### config.mk
export PLATFORM = sky130hd
export DESIGN_NAME = cau_front
export DESIGN_NICKNAME = d
export VERILOG_FILES = /design/src/rtl/core/cau_pkg.sv /design/src/rtl/core/cau_front.sv
export SDC_FILE = /design/constraint.sdc
export NUM_CORES = 1
export LEC_CHECK = 0
export ABC_AREA = 1
export BUFFER_PORTS_ARGS = -buffer_cell sky130_fd_sc_hd__buf_4
export CAP_MARGIN = 15
export CORE_UTILIZATION = 25
export CTS_CLUSTER_DIAMETER = 30
export DETAILED_ROUTE_END_ITERATION = 10
export SYNTH_ARGS = -nofsm -noshare
export SYNTH_HDL_FRONTEND = slang
export SYNTH_SLANG_ARGS = --single-unit
### constraint.sdc
create_clock -name clk -period 6.5 [get_ports clk]
set_clock_uncertainty 0.1 [all_clocks]
set_input_delay 0.65 -clock clk [delete_from_list [all_inputs] [get_ports clk]]
set_output_delay 0.65 -clock clk [all_outputs]
set_load 0.01 [all_outputs]
### src/rtl/core/cau_pkg.sv
// cau_pkg: shared widths, mode codes, operation classes and queue item type
// for the complex arithmetic unit. No dependencies.
`timescale 1ns / 1ps

package cau_pkg;

    localparam int DATA_W        = 32;
    localparam int FRAC_BITS_DEF = 16;
    localparam int PROD_W        = 2 * DATA_W;
    localparam int VAL_W         = PROD_W + 2;
    localparam int QUO_W         = DATA_W + 2;
    localparam int REM_W         = PROD_W + QUO_W;

    localparam logic [2:0] MODE_ADD  = 3'd0;
    localparam logic [2:0] MODE_SUB  = 3'd1;
    localparam logic [2:0] MODE_MUL  = 3'd2;
    localparam logic [2:0] MODE_DIV  = 3'd3;
    localparam logic [2:0] MODE_CONJ = 3'd4;
    localparam logic [2:0] MODE_NEG  = 3'd5;
    localparam logic [2:0] MODE_MAG  = 3'd6;

    typedef enum logic [2:0] {
        CLS_ADD,
        CLS_SUB,
        CLS_MUL,
        CLS_DIV,
        CLS_CONJ,
        CLS_NEG,
        CLS_MAG,
        CLS_NONE
    } cls_t;

    typedef struct packed {
        cls_t                      cls;
        logic signed [DATA_W-1:0]  ar;
        logic signed [DATA_W-1:0]  ai;
        logic signed [DATA_W-1:0]  br;
        logic signed [DATA_W-1:0]  bi;
    } item_t;

    typedef struct packed {
        logic full;
        logic empty;
    } qstat_t;

endpackage

### src/rtl/core/cau_front.sv
// cau_front: input register and mode decode for the complex arithmetic unit.
// Depends on cau_pkg.
`timescale 1ns / 1ps

module cau_front (
    input  logic                               clk,
    input  logic                               rst_n,
    input  logic                               start,
    output logic                               busy,
    input  logic [2:0]                         mode,
    input  logic signed [cau_pkg::DATA_W-1:0]  a_re,
    input  logic signed [cau_pkg::DATA_W-1:0]  a_im,
    input  logic signed [cau_pkg::DATA_W-1:0]  b_re,
    input  logic signed [cau_pkg::DATA_W-1:0]  b_im,
    input  cau_pkg::qstat_t                    q_stat,
    output logic                               push,
    output cau_pkg::item_t                     item
);

    logic           valid_reg;
    logic           valid_next;
    cau_pkg::item_t item_reg;
    cau_pkg::item_t item_next;
    logic           accept;

    assign busy   = valid_reg && q_stat.full;
    assign push   = valid_reg && !q_stat.full;
    assign accept = start && !busy;
    assign item   = item_reg;

    always_comb
    begin
        item_next.ar  = a_re;
        item_next.ai  = a_im;
        item_next.br  = b_re;
        item_next.bi  = b_im;
        item_next.cls = cau_pkg::CLS_NONE;
        case (mode)
            cau_pkg::MODE_ADD:  item_next.cls = cau_pkg::CLS_ADD;
            cau_pkg::MODE_SUB:  item_next.cls = cau_pkg::CLS_SUB;
            cau_pkg::MODE_MUL:  item_next.cls = cau_pkg::CLS_MUL;
            cau_pkg::MODE_DIV:  item_next.cls = cau_pkg::CLS_DIV;
            cau_pkg::MODE_CONJ: item_next.cls = cau_pkg::CLS_CONJ;
            cau_pkg::MODE_NEG:  item_next.cls = cau_pkg::CLS_NEG;
            cau_pkg::MODE_MAG:
            begin
                // magnitude squared of a: route a into the b multiplier inputs
                item_next.cls = cau_pkg::CLS_MAG;
                item_next.br  = a_re;
                item_next.bi  = a_im;
            end
            default:            item_next.cls = cau_pkg::CLS_NONE;
        endcase
    end

    always_comb
    begin
        if (accept)
        begin
            valid_next = 1'b1;
        end
        else if (push)
        begin
            valid_next = 1'b0;
        end
        else
        begin
            valid_next = valid_reg;
        end
    end

    always_ff @(posedge clk or negedge rst_n)
    begin
        if (!rst_n)
        begin
            valid_reg <= 1'b0;
        end
        else
        begin
            valid_reg <= valid_next;
        end
    end

    always_ff @(posedge clk)
    begin
        if (accept)
        begin
            item_reg <= item_next;
        end
    end

endmodule

## Word-level counts from Yosys, hierarchy flattened

Index checks and enable logic that the tools add are counted.

- Register bits after elaboration: 132
- Bits of input ports: 136
- Output and inout port bits: 133
- Logic and storage cells: 23

- Eq/ne operators: 6
- Multiplexer cells: 4
- Reductions and logical operators: 7

Operators with widths:

| operator | count |
|---|---|
| $mux 64 | 1 |
| $pmux 3 s7 | 1 |
| $eq 3x3->1 const B | 3 |
| $eq 3x2->1 const B | 2 |
| $eq 3x1->1 const B | 1 |
| $logic_and 1x1->1 | 3 |
| $logic_not 3->1 | 1 |
| $logic_not 1->1 | 2 |
| $mux 1 | 2 |
| $reduce_bool 2->1 | 1 |

## Logic depth before layout (Yosys ltp)

- Depth in word-level cells: 4
- Depth in mapped cells: 5
- Depth with buffers taken out: 4

## Least setup slack after synthesis

OpenSTA, ideal clock, no wires.

- Path type: input-to-reg
- Start: in q_stat[1] (netlist name)
- End: reg item_reg, in the netlist item[0] (enable)
- Library setup time: 622 ps
- Data arrival time: 6245 ps
- Data required time: 5778 ps
- Slack: -467 ps
- Cell stages on the path: 3
- Path buffers: 0
- Path through: nand2_1 inv_1 nor2_1

- Longest elaborated chain between the ends: 3

Ends and longest elaborated chain:

| element | RTL line | text |
|---|---|---|
| from (decl) | cau_front.sv:15 | `input cau_pkg::qstat_t q_stat,` |
| $logic_and 1x1->1 | cau_front.sv:26 | `assign busy = valid_reg && q_stat.full;` |
| named net busy | cau_front.sv:9 | `output logic busy,` |
| $logic_not 1->1 | cau_front.sv:28 | `assign accept = start && !busy;` |
| $logic_and 1x1->1 | cau_front.sv:28 |  |
| named net accept | cau_front.sv:24 | `logic accept;` |
| to (signal assigned) | cau_front.sv:88 | `item_reg <= item_next;` |
| to (decl) | cau_front.sv:22 | `cau_pkg::item_t item_reg;` |

The timed path passes the listed nets, and every way through them passes these cells.
A chain may end at the register's enable or synchronous reset.

==> results.ini <==
[run_status]
status=completed

[floorplanning]
die_h_um=146
rows=52
ios=269
initial_core_util_pct=25.6
dieArea_um2=21400
coreArea_um2=20300
die_w_um=146

[synth]
synth_nets=499
synth_cell_types=11
synthCells=363
yosys_warnings=0
synth_seq_area_share_pct=76.1
syn_avg_cell_area_um2=14.3
ys_ff_latch=132
synth_area_um2=5200

[global_routing]
grt_pass1_wl_um=22800
grt_overflow=0
antenna_found_initial=0
grt_start_max_net_pins=70
grt_usage_pct=14.1
grt_pass1_vias=3985

[setup_path]
critPathKind=in -> reg
r2r-start=valid_reg$_DFFE_PN0P_
end_kind=register
path_max_fanout=66
crit_path_start_kind=input port
arrival_ps=2560
crit_start=mode[1]
worstPathRequired_ps=6540

[place]
portBuffers=267
place.gp.congestion=0.772
place_hpwl_um=9570

[layout]
drive_gt1_share_pct=47.6
diodes=0
largest_reg_flops=131
nets=759
final_cell_mix=buf_4, edfxtp_1, nand2_1, nand4_1, clkbuf_16
final_util_pct=38.9
layout_commonest_cell=buf_4
area_growth_pct=51.9

[sta]
final.period_utilization_pct=38.8
worst_slew_pin_slew_ps=903
fin_tns_setup_ps=0
layout_min_cycle_time_ps=2520
slew_violations=0
grt_setup_unrepaired=no
finalSetupViolCount=0
finalHoldViolations=0
fmax_mhz=397
maxSlewHeadroom_pct=39.8

[clock_network]
cts.htree.levels=4
cts-resized-gates=0
post_cts_buffers=0
cts_buffers=17
clockBufferDepth=2
cts_hold_buf=1
clk_pin_slew_ps=60
cts_tree=built
cts.sinks=132
clk_latency_ps=400
cts_root_buf=clkbuf_16

[detailed_routing]
ant_nets=0
drt_iter0_markers=196
met3_length_um=1560
met1_length_um=6090
wl_per_cell_um=16.5
firstDrtPassIters=5
routed.top_layer=met4
drt_wl_total_um=14900
vias_per_cell=4.36
num_vias=3950
drc_errors=0
dr_wl_met2_um=7210

[hold_path]
worstHoldStart=a_re[21]
min_path_type=in -> reg

[power]
power_density_nw_per_um2=290
leakagePower_uw=0.00344
vdd.ir_drop.worst_v=0.000159

[run]
maxCapViolCount=0

==> Yosys cell counts (all sizes together) <==
master,count,area (um^2)
edfxtp,131,3930
nand2,130,488
nand4,64,400
buf,27,300
inv,4,15.0
clkbuf,3,11.3
nor2,2,7.51
dfrtp,1,25.0
nand3,1,17.5
==> through the flow <==
stage / instances / hold slack, ps / total power, uW / instance area, um^2 / setup WS, ps
floorplan: 363 / 254 / 1140 / 5200 / 1750
CTS: 906 / 300 / 2320 / 7900 / 3980
finish: 906 / 325 / 2290 / 7900 / 3980
detailed placement: 873 / 326 / 1290 / 7260 / 3540
global placement: 873 / 326 / 1280 / 7260 / 3520
global route: 906 / 290 / 2390 / 7900 / 3810
==> cells by family after synthesis <==
family,count (synthesis),share of synthesized area (%)
and+or+nand+nor,197,17.6
DFF,132,76.1
buffers and inverters,34,6.28
==> cell type report <==
class / instances / area (um^2)
Inverter: 4 / 15.0
Sequential cell: 132 / 3960
Fill cell: 2009 / 12400
Multi-Input combinational cell: 197 / 921
Tap cell: 270 / 338
Timing Repair Buffer: 271 / 2040
Clock inverter: 14 / 199
Clock buffer: 18 / 429
==> routing by layer <==
layer | track usage, % | vias up
met5 | 0 | -
met2 | 22.9 | 195
met3 | 6.84 | 7
met1 | 16.7 | 1889
met4 | 3.28 | 0
li1 | - | 1859
==> path summary, 6_finish.rpt <==
check,to,cells past startpoint,slack [ps]
min reg2reg,valid_reg$_DFFE_PN0P_,2,390
max reg2reg,item[107]$_DFFE_PP_,4,4670
max in group asynchronous,valid_reg$_DFFE_PN0P_,2,5770
min,item[117]$_DFFE_PP_,1,330
max,item[19]$_DFFE_PP_,4,3980
min in group asynchronous,valid_reg$_DFFE_PN0P_,2,450
==> critical path: stages <==
cell and delay [ps]:
buf_4 660, nand3_4 840, nand2_1 240, nand2_1 110
==> report_power, final <==
group	leakage, uW	internal, uW	switching (uW)
combinational	0.00188	123	130
sequential	0.00126	1000	13.3
clock	0.000296	647	374
(Power assumes the default switching activity.)
