$ cat config.mk
export PLATFORM = sky130hd
export DESIGN_NAME = cau_queue
export DESIGN_NICKNAME = d
export VERILOG_FILES = /design/src/rtl/core/cau_pkg.sv /design/src/rtl/core/cau_queue.sv
export SDC_FILE = /design/constraint.sdc
export NUM_CORES = 1
export LEC_CHECK = 0
export BUFFER_PORTS_ARGS = -buffer_cell sky130_fd_sc_hd__buf_2
export CORE_MARGIN = 2
export CORE_UTILIZATION = 36
export DETAILED_ROUTE_END_ITERATION = 8
export SLEW_MARGIN = 20
export SYNTH_ARGS = -nofsm -noshare
export SYNTH_HDL_FRONTEND = slang
export SYNTH_SLANG_ARGS = --single-unit
$ cat constraint.sdc
create_clock -name clk -period 9.5 [get_ports clk]
set_input_delay 0.95 -clock clk [delete_from_list [all_inputs] [get_ports clk]]
set_output_delay 0.95 -clock clk [all_outputs]
set_load 0.03 [all_outputs]
$ cat src/rtl/core/cau_pkg.sv
// cau_pkg: shared widths, mode codes, operation classes and queue item type
// for the complex arithmetic unit. No dependencies.
`timescale 1ns / 1ps

package cau_pkg;

    localparam int DATA_W        = 32;
    localparam int FRAC_BITS_DEF = 16;
    localparam int PROD_W        = 2 * DATA_W;
    localparam int VAL_W         = PROD_W + 2;
    localparam int QUO_W         = DATA_W + 2;
    localparam int REM_W         = PROD_W + QUO_W;

    localparam logic [2:0] MODE_ADD  = 3'd0;
    localparam logic [2:0] MODE_SUB  = 3'd1;
    localparam logic [2:0] MODE_MUL  = 3'd2;
    localparam logic [2:0] MODE_DIV  = 3'd3;
    localparam logic [2:0] MODE_CONJ = 3'd4;
    localparam logic [2:0] MODE_NEG  = 3'd5;
    localparam logic [2:0] MODE_MAG  = 3'd6;

    typedef enum logic [2:0] {
        CLS_ADD,
        CLS_SUB,
        CLS_MUL,
        CLS_DIV,
        CLS_CONJ,
        CLS_NEG,
        CLS_MAG,
        CLS_NONE
    } cls_t;

    typedef struct packed {
        cls_t                      cls;
        logic signed [DATA_W-1:0]  ar;
        logic signed [DATA_W-1:0]  ai;
        logic signed [DATA_W-1:0]  br;
        logic signed [DATA_W-1:0]  bi;
    } item_t;

    typedef struct packed {
        logic full;
        logic empty;
    } qstat_t;

endpackage

$ cat src/rtl/core/cau_queue.sv
// cau_queue: two-entry queue of decoded beats between front and back.
// Depends on cau_pkg.
`timescale 1ns / 1ps

module cau_queue (
    input  logic            clk,
    input  logic            rst_n,
    input  logic            push,
    input  cau_pkg::item_t  item_in,
    output cau_pkg::qstat_t q_stat,
    output logic            pop,
    output cau_pkg::item_t  item_out
);

    localparam int DEPTH = 2;
    localparam int PTR_W = 1;

    cau_pkg::item_t   mem_reg [DEPTH];
    logic [PTR_W-1:0] wr_ptr_reg;
    logic [PTR_W-1:0] wr_ptr_next;
    logic [PTR_W-1:0] rd_ptr_reg;
    logic [PTR_W-1:0] rd_ptr_next;
    logic [PTR_W:0]   cnt_reg;
    logic [PTR_W:0]   cnt_next;

    assign q_stat.empty = (cnt_reg == '0);
    assign q_stat.full  = (cnt_reg == (PTR_W+1)'(DEPTH));
    assign pop          = !q_stat.empty;
    assign item_out     = mem_reg[rd_ptr_reg];

    always_comb
    begin
        wr_ptr_next = push ? wr_ptr_reg + 1'b1 : wr_ptr_reg;
        rd_ptr_next = pop ? rd_ptr_reg + 1'b1 : rd_ptr_reg;
        cnt_next    = cnt_reg + (PTR_W+1)'(push) - (PTR_W+1)'(pop);
    end

    always_ff @(posedge clk or negedge rst_n)
    begin
        if (!rst_n)
        begin
            wr_ptr_reg <= '0;
            rd_ptr_reg <= '0;
            cnt_reg    <= '0;
        end
        else
        begin
            wr_ptr_reg <= wr_ptr_next;
            rd_ptr_reg <= rd_ptr_next;
            cnt_reg    <= cnt_next;
        end
    end

    always_ff @(posedge clk)
    begin
        if (push)
        begin
            mem_reg[wr_ptr_reg] <= item_in;
        end
    end

endmodule

* Word level (Yosys, flattened, before mapping)
Memories as Yosys holds them, arrays and structs flattened.
Index checks and enable logic that the tools add are counted.
** Word-level totals
- Register bits after elaboration :: 4
- Memory bits (writable) :: 262
- Bits of input ports :: 134
- Output and inout port bits :: 134
- Memories kept :: 1
** Memories
- mem_reg :: depth 2, width 131, read ports 1, clocked after memory_dff 0, wr ports 1, line cau_queue.sv:18 : cau_pkg::item_t mem_reg [DEPTH];
** Cells by class
- Add/sub/neg operators :: 4
- Eq/ne operators :: 1
- Muxes and demuxes :: 2
- Reduce and logical (&&, ||, !) cells :: 2
** Operators by type and width (count)
- $add 1x1->1 const B :: 2
- $add 2x1->2 :: 1
- $eq 2x2->1 const B :: 1
- $logic_not 2->1 :: 1
- $mux 1 :: 2
- $sub 2x1->2 :: 1
- $logic_not 1->1 :: 1

* Logic depth before layout (Yosys ltp)
- Word-level depth :: 3
- Depth in mapped cells :: 4
- Gate-level depth less buffers :: 3

* Least setup slack after synthesis
OpenSTA, ideal clock, no wires.
- Path kind :: input to register
- From :: input port push
- To :: memory mem_reg[0][0] (netlist bit), enable pin
- Library setup time :: 0.638 ns
- Data arrival time :: 6.626 ns
- Setup slack :: 2.235 ns
- Stages on the path :: 1
- Buffers on the path :: 0
- Path through :: nor2b_1
** On the way
- Longest elaborated chain between the ends :: 2
** Ends and longest elaborated chain
- from (decl) :: line cau_queue.sv:8 : input logic push,
- $mux 1 :: line cau_queue.sv:56 : if (push)
- $mux 1 (not written as such) :: line cau_queue.sv:58 : mem_reg[wr_ptr_reg] <= item_in;
- to (decl) :: line cau_queue.sv:18
No other way between the ends.

==> results.sh <==
export IMPL_outcome="finished clean"
export IMPL_reg2reg_depth=2
export IMPL_crit_path_end_kind="primary output"
export IMPL_synthMuxAreaShare=0.178
export IMPL_grt_pass1_wl_um=28800
export IMPL_post_cts_resized=0
export IMPL_dieArea_sq_mm=0.0290
export IMPL_rsz0062_at_grt="false"
export IMPL_finalSetupTns_ns=0
export IMPL_clock_sinks=266
export IMPL_synth_cell_types=15
export IMPL_final_area_sq_mm=0.0125
export IMPL_arrival_ns=3.50
export IMPL_num_rows=60
export IMPL_holdCritPathClass="in2async"
export IMPL_peakVddDrop_uv=154
export IMPL_area_growth_pct=25.8
export IMPL_yosys_area_top_type_share=0.790
export IMPL_report_final_slew_viol_count=0
export IMPL_synth_top_family_by_area="multiplexers"
export IMPL_ys_ff_latch=266
export IMPL_worst_pin_slew_ns=1.04
export IMPL_finalHoldViolations=0
export IMPL_cp_slowest_cell="buf_4"
export IMPL_rr_startpoint="wr_ptr_reg$_DFFE_PN0P_"
export IMPL_crit_path_start_kind="flop"
export IMPL_yosysWarnings=0
export IMPL_pre_cts_slack_ns=5.55
export IMPL_synthAdderAreaFrac=0.00126
export IMPL_nFillCells=2329
export IMPL_cts_hold_buffers_added=0
export IMPL_path_cells="buf_4 -> buf_4 -> mux2_2 -> buf_2"
export IMPL_cts_tree="done"
export IMPL_clock_path_buffers=3
export IMPL_grt_pass1_vias=5289
export IMPL_synth_compound_area_frac=0
export IMPL_ys_flop_type="edfxtp_1"
export IMPL_clk_latency_ns=0.53
export IMPL_cts_setup_buffers=0
export IMPL_antenna_found_initial=4
export IMPL_dp_hpwl_um=13100
export IMPL_cap_violations=0
export IMPL_vias=4946
export IMPL_drtPass1Iterations=4
export IMPL_core_area_sq_mm=0.0270
export IMPL_critPathRequiredTime_ns=8.55
export IMPL_synth_area_leaders="edfxtp_1 (79%), mux2_4 (12%), mux2_2 (5.8%)"
export IMPL_grt_max_degree=75
export IMPL_skew_ns=0.0139
export IMPL_cts_root_buf="clkbuf_16"
export IMPL_powerDensity_mw_per_mm2=330
export IMPL_crit_type="reg2out"
export IMPL_fin_crit_ns=4.45
export IMPL_fin_nets=845
export IMPL_cts_clk_slew_worst_paths_ns=0.06
export IMPL_ant_nets=0
export IMPL_largest_reg_flops=262
export IMPL_start_util=0.369
export IMPL_async_flop_share=0.0150
export IMPL_maxSlewHeadroom=0.306
export IMPL_cp_slowest_stage_delay_ns=0.90
export IMPL_synth_simple_area_share=0.00327
export IMPL_synth_top_area_cell="edfxtp_1"
export IMPL_ios=268
export IMPL_grt_overflow=0
export IMPL_place_area_sq_mm=0.0116
export IMPL_synthTopCellsByCount="edfxtp_1 (262), mux2_4 (80), mux2_2 (51), buf_6 (9), buf_2 (5)"
export IMPL_routed_wl_um=19700
export IMPL_dieHeight_um=170
export IMPL_cpMostUsedCell="buf_4"
export IMPL_leakagePower_nw=4.92
export IMPL_rrSetupSlack_ns=6.96
export IMPL_fmax_mhz=225
export IMPL_numPortBuffers=267
export IMPL_syn_mean_instance_area_sq_um=23.5
export IMPL_drc=0
export IMPL_yosysSeqAreaShare=0.800
export IMPL_synth_net_count=558
export IMPL_synth_xor_area_frac=0.00264
export IMPL_die_w_um=170
export IMPL_synth_most_common_cell="edfxtp_1"
export IMPL_worst_slack_ns=5.05
export IMPL_vias_per_cell=4.60
export IMPL_syn_inst=423
export IMPL_synth_edf_count=262
export IMPL_cts_max_level=1
export IMPL_grt_usage=0.129
export IMPL_finalWeightedCongestion=0.713
export IMPL_cts_buffers=28
export IMPL_finalCritPeriodShare=0.468
export IMPL_setup_viol=0
export IMPL_drive_above_1_share=0.602
export IMPL_synthesis_area_sq_mm=0.00996
export IMPL_critical_path_max_fanout=63
export IMPL_wl_per_cell_um=18.3
export IMPL_drt_initial_drc_count=237
export IMPL_r2r_end="mem_reg[1][118]$_DFFE_PP_"
[through the flow]
stage	util	std cells	total power [mW]	hold slack, ns
finish	0.464	1075	4.13	0.242
CTS	0.464	1073	4.20	0.211
global placement	0.430	1021	3.09	0.529
floorplan	-	423	2.80	0.455
detailed placement	0.430	1021	3.12	0.538
global route	0.464	1074	4.31	0.223
[placed cells by master, fill, tap and decap left out]
| master | synthesis | layout |
|---|---|---|
| diode_2 | 0 | 2 |
| xnor2_1 | 2 | 2 |
| bufinv_16 | 0 | 3 |
| nor2b_4 | 0 | 1 |
| buf_4 | 0 | 5 |
| inv_1 | 1 | 1 |
| nor2b_1 | 3 | 2 |
| dfrtp_4 | 0 | 1 |
| and2_4 | 0 | 1 |
| nand2_1 | 1 | 1 |
| clkinv_2 | 0 | 3 |
| clkbuf_1 | 0 | 8 |
| clkinv_1 | 0 | 9 |
| edfxtp_1 | 262 | 262 |
| mux2_4 | 80 | 80 |
| dfrtp_1 | 4 | 3 |
| nor2_1 | 1 | 1 |
| xor2_1 | 1 | 1 |
| ha_1 | 1 | 1 |
| buf_2 | 5 | 267 |
| mux2_2 | 51 | 51 |
| clkbuf_16 | 0 | 29 |
[worst max-delay path by stage]
stage                           startpoint                      end  slack (ns)
global placement    rd_ptr_reg$_DFFE_PN0N_            item_out[121]        5.65
finish              rd_ptr_reg$_DFFE_PN0N_            item_out[129]        5.05
floorplan                             push  mem_reg[0][0]$_DFFE_PP_        2.24
global route        rd_ptr_reg$_DFFE_PN0N_            item_out[129]        4.84
CTS                 rd_ptr_reg$_DFFE_PN0N_            item_out[129]        4.96
detailed placement  rd_ptr_reg$_DFFE_PN0N_            item_out[129]        5.55
[power breakdown]
| group | internal [mW] | switching, mW | total (mW) |
|---|---|---|---|
| sequential | 1.56 | 0.0653 | 1.62 |
| combinational | 0.537 | 0.913 | 1.45 |
| clock | 0.636 | 0.422 | 1.06 |
[final cells by class]
cell class	count	area (sq um)	share of cell area
inverter	1	3.75	0.000300
clock inverter	15	139	0.0111
multi-input combinational	141	1860	0.148
sequential	266	7970	0.636
clock buffer	37	756	0.0603
tap	341	427	0.0340
timing repair buffer	272	1370	0.110
antenna	2	5.00	0.000399
[kinds of logic (layout without fill, tap and decap cells)]
| kind of cell | after synthesis | count (layout) |
|---|---|---|
| and+or+nand+nor | 6 | 6 |
| muxes | 131 | 131 |
| DFF | 266 | 266 |
| buffers and inverters | 16 | 325 |
| other | 0 | 2 |
| xor gates and xnor gates | 3 | 3 |
| adders and majority gates | 1 | 1 |
[layer usage]
metal / up-vias / GRT usage / share of wire / wire length [um]
li1: 2268 / - / - / -
met2: 186 / 0.224 / 0.48 / 9480
met4: 2 / 0.0420 / 0.024 / 472
met5: - / 0 / 0.00061 / 12
met1: 2452 / 0.154 / 0.41 / 8040
met3: 38 / 0.0388 / 0.085 / 1680
[critical path, delay by kind of cell, from the launching register on]
family                 cells  cell delay [ns]
buffers and inverters      3             1.84
muxes                      1             0.43
DFF                        1             0.59
Power figures use the tool's default switching activity.
